$ cat src/hw/rtl/pcpa_pkg.sv
// Shared types and codes of the per-CPU page allocator.
package pcpa_pkg;

  localparam int unsigned ADDR_W   = 32;
  localparam int unsigned KIND_W   = 2;
  localparam int unsigned CPU_W    = 3;
  localparam int unsigned STATUS_W = 2;
  localparam int unsigned SUM_W    = ADDR_W + 1;

  localparam logic [KIND_W-1:0] KIND_ALLOC = 2'd0;
  localparam logic [KIND_W-1:0] KIND_FREE  = 2'd1;
  localparam logic [KIND_W-1:0] KIND_SEED  = 2'd2;
  localparam logic [KIND_W-1:0] KIND_RSVD  = 2'd3;

  localparam logic [STATUS_W-1:0] ST_OK       = 2'd0;
  localparam logic [STATUS_W-1:0] ST_OOM      = 2'd1;
  localparam logic [STATUS_W-1:0] ST_BAD_ADDR = 2'd2;
  localparam logic [STATUS_W-1:0] ST_UNUSED   = 2'd3;

  localparam logic REG_REGION_START = 1'b0;
  localparam logic REG_REGION_STOP  = 1'b1;

  typedef struct packed {
    logic             sub;
    logic [SUM_W-1:0] a;
    logic [SUM_W-1:0] b;
  } alu_req_t;

  typedef struct packed {
    logic             ge;
    logic [SUM_W-1:0] res;
  } alu_rsp_t;

endpackage

$ cat src/hw/rtl/pcpa_alu.sv
// Shared 33-bit add/subtract unit with unsigned compare flag.
module pcpa_alu
  import pcpa_pkg::*;
(
  input  alu_req_t req_i,
  output alu_rsp_t rsp_o
);

  logic [SUM_W:0] sum;

  always_comb begin
    sum = {1'b0, req_i.a} + {1'b0, (req_i.sub ? ~req_i.b : req_i.b)}
        + {{SUM_W{1'b0}}, req_i.sub};
    rsp_o.ge  = sum[SUM_W];
    rsp_o.res = sum[SUM_W-1:0];
  end

endmodule

$ cat config.mk
export PLATFORM = sky130hd
export DESIGN_NAME = pcpa_alu
export DESIGN_NICKNAME = d
export VERILOG_FILES = /design/src/hw/rtl/pcpa_pkg.sv /design/src/hw/rtl/pcpa_alu.sv
export SDC_FILE = /design/constraint.sdc
export NUM_CORES = 1
export LEC_CHECK = 0
export ABC_AREA = 1
export BUFFER_PORTS_ARGS = -buffer_cell sky130_fd_sc_hd__buf_4
export CAP_MARGIN = 20
export CORE_MARGIN = 2
export CORE_UTILIZATION = 57
export DETAILED_ROUTE_END_ITERATION = 7
export PLACE_DENSITY = 0.87
export SYNTH_ARGS = -nofsm -noshare
export SYNTH_HDL_FRONTEND = slang
export SYNTH_SLANG_ARGS = --single-unit
$ cat constraint.sdc
create_clock -name vclk -period 3.5
set_input_delay 0.525 -clock vclk [all_inputs]
set_output_delay 0.525 -clock vclk [all_outputs]
set_load 0.02 [all_outputs]
==> summary.txt, run 1 <==
Final layout
  – Clock buf count: 0
  – Design area: 0.003420 mm^2
  – Syn-to-layout area delta: 30.95%
  – Fin nets: 698
  – Commonest non-fill, non-tap cell in the layout: nand2_1
  – FF+latch area: 0 um^2
  – Final cell count without fillers: 648
  – # diodes: 0
  – Most frequent cells in the layout: nand2_1 (176), buf_4 (102), inv_1 (83), xor2_1 (47), nor2_1 (44)
  – Layout cells sized above 1: 20.30%
  – Seq cells: 0

Global route
  – Initial antenna violation count: 0
  – First-pass GRT wire length: 14.07 mm
  – GR Util All Layers: 32.68%
  – Vias in the first global route: 3336
  – Grt total ovfl: 0
  – Pin count of the biggest net entering global routing: 34

Detailed routing
  – DR vias/cell: 5.392
  – Drt drc: 0
  – DRT iter0 DRCs: 296
  – Detailed Routing Iterations Pass 1: 6
  – Routed Antenna Nets: 0
  – Via count: 3494
  – DR WL/cell: 12.91 um
  – Final WL: 8.366 mm

Placement
  – Cells after DPL: 648
  – Dpl cell area: 0.003420 mm^2
  – Number of buffers added on ports: 101
  – Pre-CTS setup slack: 0.2465 ns
  – Gp weighted congestion: 0.9378
  – Dpl hpwl: 7.278 mm

Die
  – Total core area: 0.004384 mm^2
  – Num rows: 24
  – Die W: 71.69 um
  – Starting Density: 59.56%
  – Die Y: 71.69 um
  – Total die area: 0.005139 mm^2
  – Boundary Pins: 101

Pwr
  – Switching share of power: 60.82%
  – Cell-internal power: 403.9 uW
  – Psw: 627.1 uW
  – Pwr per Cell Area: 301.5 mW/mm^2
  – Maximum VDD drop: 0.0002536 V
  – P_leak: 0.002117 uW
  – Part of the power in registers: 0%
  – Pwr Total: 1031 uW
  – Logic pwr share: 100.0%
  – Clock group share of total power: 0%

STA
  – Rel. slew slack: 64.53%
  – Setup TNS: 0 ns
  – Tmin final: 3.233 ns
  – Hold Violations, Final: 0
  – Final WS setup: 0.2670 ns
  – Final Setup Violations: 0
  – Slew Viols, Final: 0
  – Max Freq: 309.3 MHz
  – Final worst path period share: 92.37%
  – RSZ-0062 raised after global routing: no
  – Slew @ Worst Pin: 0.5320 ns

Worst setup path
  – CP required: 2.97 ns
  – Worst path slowest cell: fa_1
  – CP most frequent cell: nand2_1
  – WP data arrival: 2.71 ns
  – CP cell instances: buf_4 -> xor2_1 -> fa_1 -> nand3_1 -> nand2_1 -> nand2_1 -> nand2_1 -> nand2_1 -> nand3_1 -> nand2_1 -> nand2_1 -> nand2_1 -> nand2_1 -> buf_4
  – CP max stage delay: 0.45 ns
  – Startpoint types: input pin
  – CP max FO: 33
  – Critical path buffers and inverters: 2
  – Family with the most delay on the worst path: simple AND/OR/NAND/NOR gates
  – Critical path type: input pin to output port
  – Crit end category: output port

Synthesis
  – Sequential fraction of the synthesis area: 0%
  – Compound-Gate Fraction of Synth Area: 11.69%
  – Post-synthesis simple-gate area fraction: 43.51%
  – Multiplexer share of the synthesized area: 0%
  – Synth Cell Area: 0.002611 mm^2
  – Post-Synth XOR/XNOR Area: 15.76%
  – Post-Synth Adder-Cell Area: 16.10%
  – Unique masters post-synth: 22
  – Largest family of logic cells by synthesized area: simple AND/OR/NAND/NOR gates
  – Syn_nets: 598
  – Post-Syn Instances: 498
  – Syn Area/Cell: 5.243 um^2
  – Yosys warning count: 0

Clocking
  – # resized after CTS: 0
  – Post-CTS setup buffers: 0
  – Post-cts hold buffer count: 0

Job
  – Max Cap Viol: 0

Min path
  – Hold Crit Class: input pin to output port

Status
  – Status: complete, no violations
-- area by class of cell --
type	count	area [um^2]
inverter	84	315.3
tap	52	65.06
timing repair buffer	102	765.7
fill	369	964.7
multi-input combinational	410	2273
-- Yosys cell counts, types with 4 or more instances --
cell,n,area share [%]
inv_1,83,12
nand2_1,176,25
a21oi_1,32,6.1
nor2_1,44,6.3
o21bai_1,4,1.2
nor2_2,4,0.96
nor3_1,5,0.96
o21ai_0,18,3.5
ha_1,32,15
nand3_1,27,5.2
nand2_2,7,1.7
xor2_1,47,16
-- metal layers --
| metal | routed length (um) | GRT usage, % | up-vias |
|---|---|---|---|
| met5 | 0 | 0 | - |
| met4 | 108 | 5.660 | 0 |
| met3 | 731 | 2.532 | 12 |
| met2 | 4079 | 58.95 | 175 |
| met1 | 3447 | 42.80 | 1557 |
| li1 | - | - | 1750 |
-- cell families after synthesis --
family / Yosys count
simple gates: 273
compound gates: 57
fa+ha+maj: 33
buf+inv: 88
xor+xnor: 47
-- tightest hold or removal path: stages --
cell	delay (ns)
buf_4	0.08
nand2_1	0.05
nand2_1	0.06
buf_4	0.13
-- stage by stage --
stage | hold WS (ns) | util (%)
2_1_floorplan | 1.222 | -
3_3_place_gp | 1.358 | 78.00
3_5_place_dp | 1.371 | 78.00
4_1_cts | 1.371 | 78.00
5_1_grt | 1.405 | 78.00
6_report | 1.372 | 78.00
-- final timing paths --
kind / end / cells past startpoint / from / slack (ns)
max: rsp_o[26] / 14 / req_i[66] / 0.27
min: rsp_o[0] / 4 / req_i[33] / 1.37
-- power by group through the flow --
stage | Sequential (uW) | Clock, uW | Combinational (uW)
after CTS | 0 | 0 | 1020
after detailed placement | 0 | 0 | 1010
final | 0 | 0 | 1030
after global placement | 0 | 0 | 994
after floorplan | 0 | 0 | 651
after global routing | 0 | 0 | 1130
Power figures use the tool's default switching activity.
==> run 2, diff against run 1 <==
--- a/config.mk
+++ b/config.mk
@@ -11,7 +11,7 @@
 export CORE_MARGIN = 2
 export CORE_UTILIZATION = 57
 export DETAILED_ROUTE_END_ITERATION = 7
-export PLACE_DENSITY = 0.87
+export PLACE_DENSITY = 0.95
 export SYNTH_ARGS = -nofsm -noshare
 export SYNTH_HDL_FRONTEND = slang
 export SYNTH_SLANG_ARGS = --single-unit
==> constraint.sdc (replaced) <==
create_clock -name vclk -period 3.9
set_input_delay 0.585 -clock vclk [all_inputs]
set_output_delay 0.585 -clock vclk [all_outputs]
set_load 0.02 [all_outputs]
==> summary.txt, run 2 (synthesis gave the netlist of run 1 again) <==
Placement
  – Cells after DPL: 647
  – Number of buffers added on ports: 101
  – Gp weighted congestion: 0.9549
  – Dpl hpwl: 7.425 mm

Detailed routing
  – Routed Antenna Nets: 0
  – Detailed Routing Iterations Pass 1: 5
  – Drt drc: 0
  – Via count: 3445
  – Final WL: 8.515 mm
  – DRT iter0 DRCs: 251
  – DR WL/cell: 13.16 um
  – DR vias/cell: 5.325

Job
  – Max Cap Viol: 0

Die
  – Total die area: 0.005139 mm^2
  – Die Y: 71.69 um
  – Boundary Pins: 101
  – Starting Density: 59.56%
  – Num rows: 24
  – Die W: 71.69 um
  – Total core area: 0.004384 mm^2

Clocking
  – Post-CTS setup buffers: 0
  – Post-cts hold buffer count: 0
  – # resized after CTS: 0

Final layout
  – Final Util: 77.83%
  – FF+latch area: 0 um^2
  – Syn-to-layout area delta: 30.67%
  – Most frequent cells in the layout: nand2_1 (176), buf_4 (101), inv_1 (83), xor2_1 (47), nor2_1 (44)
  – Final cell count without fillers: 647
  – # diodes: 0
  – Fin nets: 697
  – Layout cells sized above 1: 20.17%
  – Clock buf count: 0
  – Commonest non-fill, non-tap cell in the layout: nand2_1
  – Seq cells: 0

Worst setup path
  – CP most frequent cell: nand2_1
  – Worst path slowest cell: fa_1
  – Startpoint types: input pin
  – Family with the most delay on the worst path: simple AND/OR/NAND/NOR gates
  – Crit end category: output port
  – WP data arrival: 2.85 ns
  – CP required: 3.31 ns
  – CP max FO: 33
  – CP max stage delay: 0.46 ns
  – Critical path buffers and inverters: 2
  – CP cell instances: buf_4 -> xor2_1 -> fa_1 -> nand3_1 -> nand2_1 -> nand2_1 -> nand2_1 -> nand2_1 -> nand3_1 -> nand2_1 -> nand2_1 -> nand2_1 -> nand2_1 -> buf_4
  – Critical path type: input pin to output port

Global route
  – Initial antenna violation count: 0
  – Pin count of the biggest net entering global routing: 34
  – GR Util All Layers: 33.03%
  – Vias in the first global route: 3222
  – First-pass GRT wire length: 14.04 mm
  – Grt total ovfl: 0

STA
  – Final worst path period share: 88.05%
  – Slew Viols, Final: 0
  – Rel. slew slack: 62.66%
  – Slew @ Worst Pin: 0.5602 ns
  – Setup TNS: 0 ns
  – Tmin final: 3.434 ns
  – Hold Violations, Final: 0
  – WHS: 1.508 ns
  – Final Setup Violations: 0
  – Max Freq: 291.2 MHz
  – RSZ-0062 raised after global routing: no

Pwr
  – P_leak: 0.002112 uW
  – Pwr Total: 923.4 uW
  – Pwr per Cell Area: 270.6 mW/mm^2
  – Maximum VDD drop: 0.0002285 V

Min path
  – Hold Crit Class: input pin to output port

Status
  – Status: complete, no violations
[run 2: routing by layer]
layer | global-route usage [%] | routed length, um
met5 | 0 | 0
met4 | 3.564 | 87
met3 | 2.250 | 673
met2 | 59.16 | 4085
met1 | 44.69 | 3669
[run 2: worst paths after layout]
kind | from | end | slack, ns | cells past startpoint
min | req_i[33] | rsp_o[0] | 1.51 | 4
max | req_i[66] | rsp_o[26] | 0.47 | 14
[run 2: power breakdown]
part / total [uW] / switching (uW) / internal (uW)
Sequential: 0 / 0 / 0
Combinational: 923 / 563 / 360
Clock: 0 / 0 / 0
Total: 923 / 563 / 360
[run 2: layout make-up]
type / count / area (um^2)
Multi-Input combinational cell: 410 / 2273
Fill cell: 356 / 972.2
Timing Repair Buffer: 101 / 758.2
Inverter: 84 / 315.3
Tap cell: 52 / 65.06
[run 2: through the flow]
step / cell area [um^2] / setup WS (ns)
floorplan: 2611 / 0.9191
global placement: 3412 / 0.5768
detailed placement: 3412 / 0.4983
CTS: 3412 / 0.4936
global route: 3412 / 0.2648
finish: 3412 / 0.4662
==> run 3, diff against run 2 <==
--- a/config.mk
+++ b/config.mk
@@ -5,11 +5,10 @@
 export SDC_FILE = /design/constraint.sdc
 export NUM_CORES = 1
 export LEC_CHECK = 0
-export ABC_AREA = 1
 export BUFFER_PORTS_ARGS = -buffer_cell sky130_fd_sc_hd__buf_4
 export CAP_MARGIN = 20
 export CORE_MARGIN = 2
-export CORE_UTILIZATION = 57
+export CORE_UTILIZATION = 55
 export DETAILED_ROUTE_END_ITERATION = 7
 export PLACE_DENSITY = 0.95
 export SYNTH_ARGS = -nofsm -noshare
==> summary.txt, run 3 <==
Synthesis
  – Syn Area/Cell: 7.109 um^2
  – Ranking of synthesized cells by area: ha_1 (17%), xor2_1 (17%), a21oi_1 (7.0%)
  – Share of the synthesized area in the top cell type: 17.07%
  – Most common cell in the netlist: xor2_1
  – Syn_nets: 430
  – Sequential fraction of the synthesis area: 0%
  – Yosys warning count: 0
  – Cell taking the most area after synthesis: ha_1
  – Commonest cells in the netlist: xor2_1 (45), nand2_1 (35), a21oi_1 (33)
  – Unique masters post-synth: 57
  – Post-Syn Instances: 330
  – Synth Cell Area: 0.002346 mm^2

Global route
  – Initial antenna violation count: 0
  – First-pass GRT wire length: 12.01 mm
  – Pin count of the biggest net entering global routing: 17
  – Vias in the first global route: 2777
  – GR Util All Layers: 28.37%
  – Grt total ovfl: 0

Worst setup path
  – Family with the most delay on the worst path: compound AO/OA/AOI/OAI gates
  – Critical path type: input pin to output port
  – Crit end category: output port
  – CP max stage delay: 0.49 ns
  – Worst path slowest cell: o31ai_1
  – Cell depth of the worst setup path: 11
  – WP data arrival: 3.21 ns
  – CP most frequent cell: buf_4
  – CP max FO: 16
  – CP cell instances: buf_4 -> buf_12 -> xor2_1 -> ha_1 -> a21oi_1 -> o21a_1 -> o31ai_1 -> o2111ai_2 -> and4b_1 -> a311oi_1 -> buf_4
  – Startpoint types: input pin
  – Critical path buffers and inverters: 3
  – CP required: 3.31 ns

Pwr
  – Pwr per Cell Area: 314.2 mW/mm^2
  – Maximum VDD drop: 0.0001969 V
  – P_leak: 0.001575 uW

Detailed routing
  – DR WL/cell: 15.17 um
  – Routed Antenna Nets: 0
  – Drt drc: 0
  – Via count: 2902
  – DRT iter0 DRCs: 279
  – Detailed Routing Iterations Pass 1: 5
  – DR vias/cell: 6.109
  – Final WL: 7.206 mm

Min path
  – Hold Crit Class: input pin to output port
  – Worst hold stages: 3

Die
  – Num rows: 23
  – Die Y: 69.31 um
  – Die W: 69.31 um
  – Starting Density: 57.82%
  – Total die area: 0.004804 mm^2
  – Total core area: 0.004058 mm^2
  – Boundary Pins: 101

Placement
  – Number of buffers added on ports: 101
  – Dpl hpwl: 6.086 mm
  – Gp weighted congestion: 0.9434

Job
  – Max Cap Viol: 0

STA
  – Slew Viols, Final: 0
  – Max Freq: 263.5 MHz
  – Tmin final: 3.795 ns
  – Setup TNS: 0 ns
  – WHS: 1.461 ns
  – RSZ-0062 raised after global routing: no
  – Rel. slew slack: 61.25%
  – Final worst path period share: 97.32%
  – Slew @ Worst Pin: 0.5764 ns
  – Final Setup Violations: 0
  – Hold Violations, Final: 0

Final layout
  – Clock buf count: 0
  – Filler cells: 320
  – Most frequent cells in the layout: buf_4 (109), xor2_1 (45), nand2_1 (35), a21oi_1 (33), ha_1 (32)
  – Commonest non-fill, non-tap cell in the layout: buf_4
  – Syn-to-layout area delta: 36.11%
  – # diodes: 0
  – Fin nets: 527
  – Layout cells sized above 1: 28.94%
  – FF+latch area: 0 um^2
  – Seq cells: 0

Clocking
  – Post-cts hold buffer count: 0
  – Post-CTS setup buffers: 0
  – # resized after CTS: 0

Status
  – Status: complete, no violations
==> run 3: cell types whose count changed in the layout (fill, tap and decap cells not counted), sizes merged, moves of 6 or more <==
| cell | previous run | this run |
|---|---|---|
| nand2 | 183 | 35 |
| nand3 | 30 | 10 |
| a21o | 1 | 15 |
| inv | 84 | 5 |
| buf | 101 | 110 |
| a31oi | 0 | 6 |
| nand4 | 2 | 9 |
| and3 | 0 | 6 |
| nor2 | 48 | 15 |
| xnor2 | 0 | 12 |
==> run 3: cell families after synthesis <==
logic type | synth area share, %
AOI/OAI and AO/OA | 32.91
and+or+nand+nor | 22.67
xor gates and xnor gates | 21.28
adders and majority gates | 17.92
buffers and inverters | 3.840
muxes | 1.387
==> run 3: where the power goes <==
group          leakage [uW]  internal [uW]  switching [uW]
logic               0.00157            435             568
clock network             0              0               0
registers                 0              0               0
total               0.00157            435             568
==> run 3: metrics by stage <==
| step | std cells | total power [uW] | area (um^2) | worst slack, ns | utilization [%] |
|---|---|---|---|---|---|
| finish | 475 | 1003 | 3193 | 0.1046 | 78.69 |
| global route | 475 | 1080 | 3193 | 0.01128 | 78.69 |
| CTS | 475 | 988.4 | 3182 | 0.1490 | 78.42 |
| global placement | 475 | 963.8 | 3182 | 0.1893 | 78.42 |
| floorplan | 330 | 640.7 | 2352 | 0.01160 | - |
| detailed placement | 475 | 983.8 | 3182 | 0.1517 | 78.42 |
==> run 3: metal layers <==
layer | global-route usage [%] | share of wire (%) | up-vias
li1 | - | - | 1440
met1 | 36.32 | 42 | 1321
met2 | 51.92 | 50 | 131
met3 | 2.180 | 6.5 | 10
met4 | 5.229 | 1.5 | 0
met5 | 0 | 0 | -
==> run 3: final timing paths <==
kind	start	end	slack [ns]
max	req_i[66]	rsp_o[19]	0.10
min	req_i[33]	rsp_o[0]	1.46
==> run 3: final cells by class <==
| type | instances | area, um^2 | area share, % |
|---|---|---|---|
| multi-input cells | 310 | 2273 | 71.20 |
| well taps | 50 | 62.56 | 1.959 |
| repair buffers | 110 | 838.3 | 26.25 |
| inverters | 5 | 18.77 | 0.5878 |
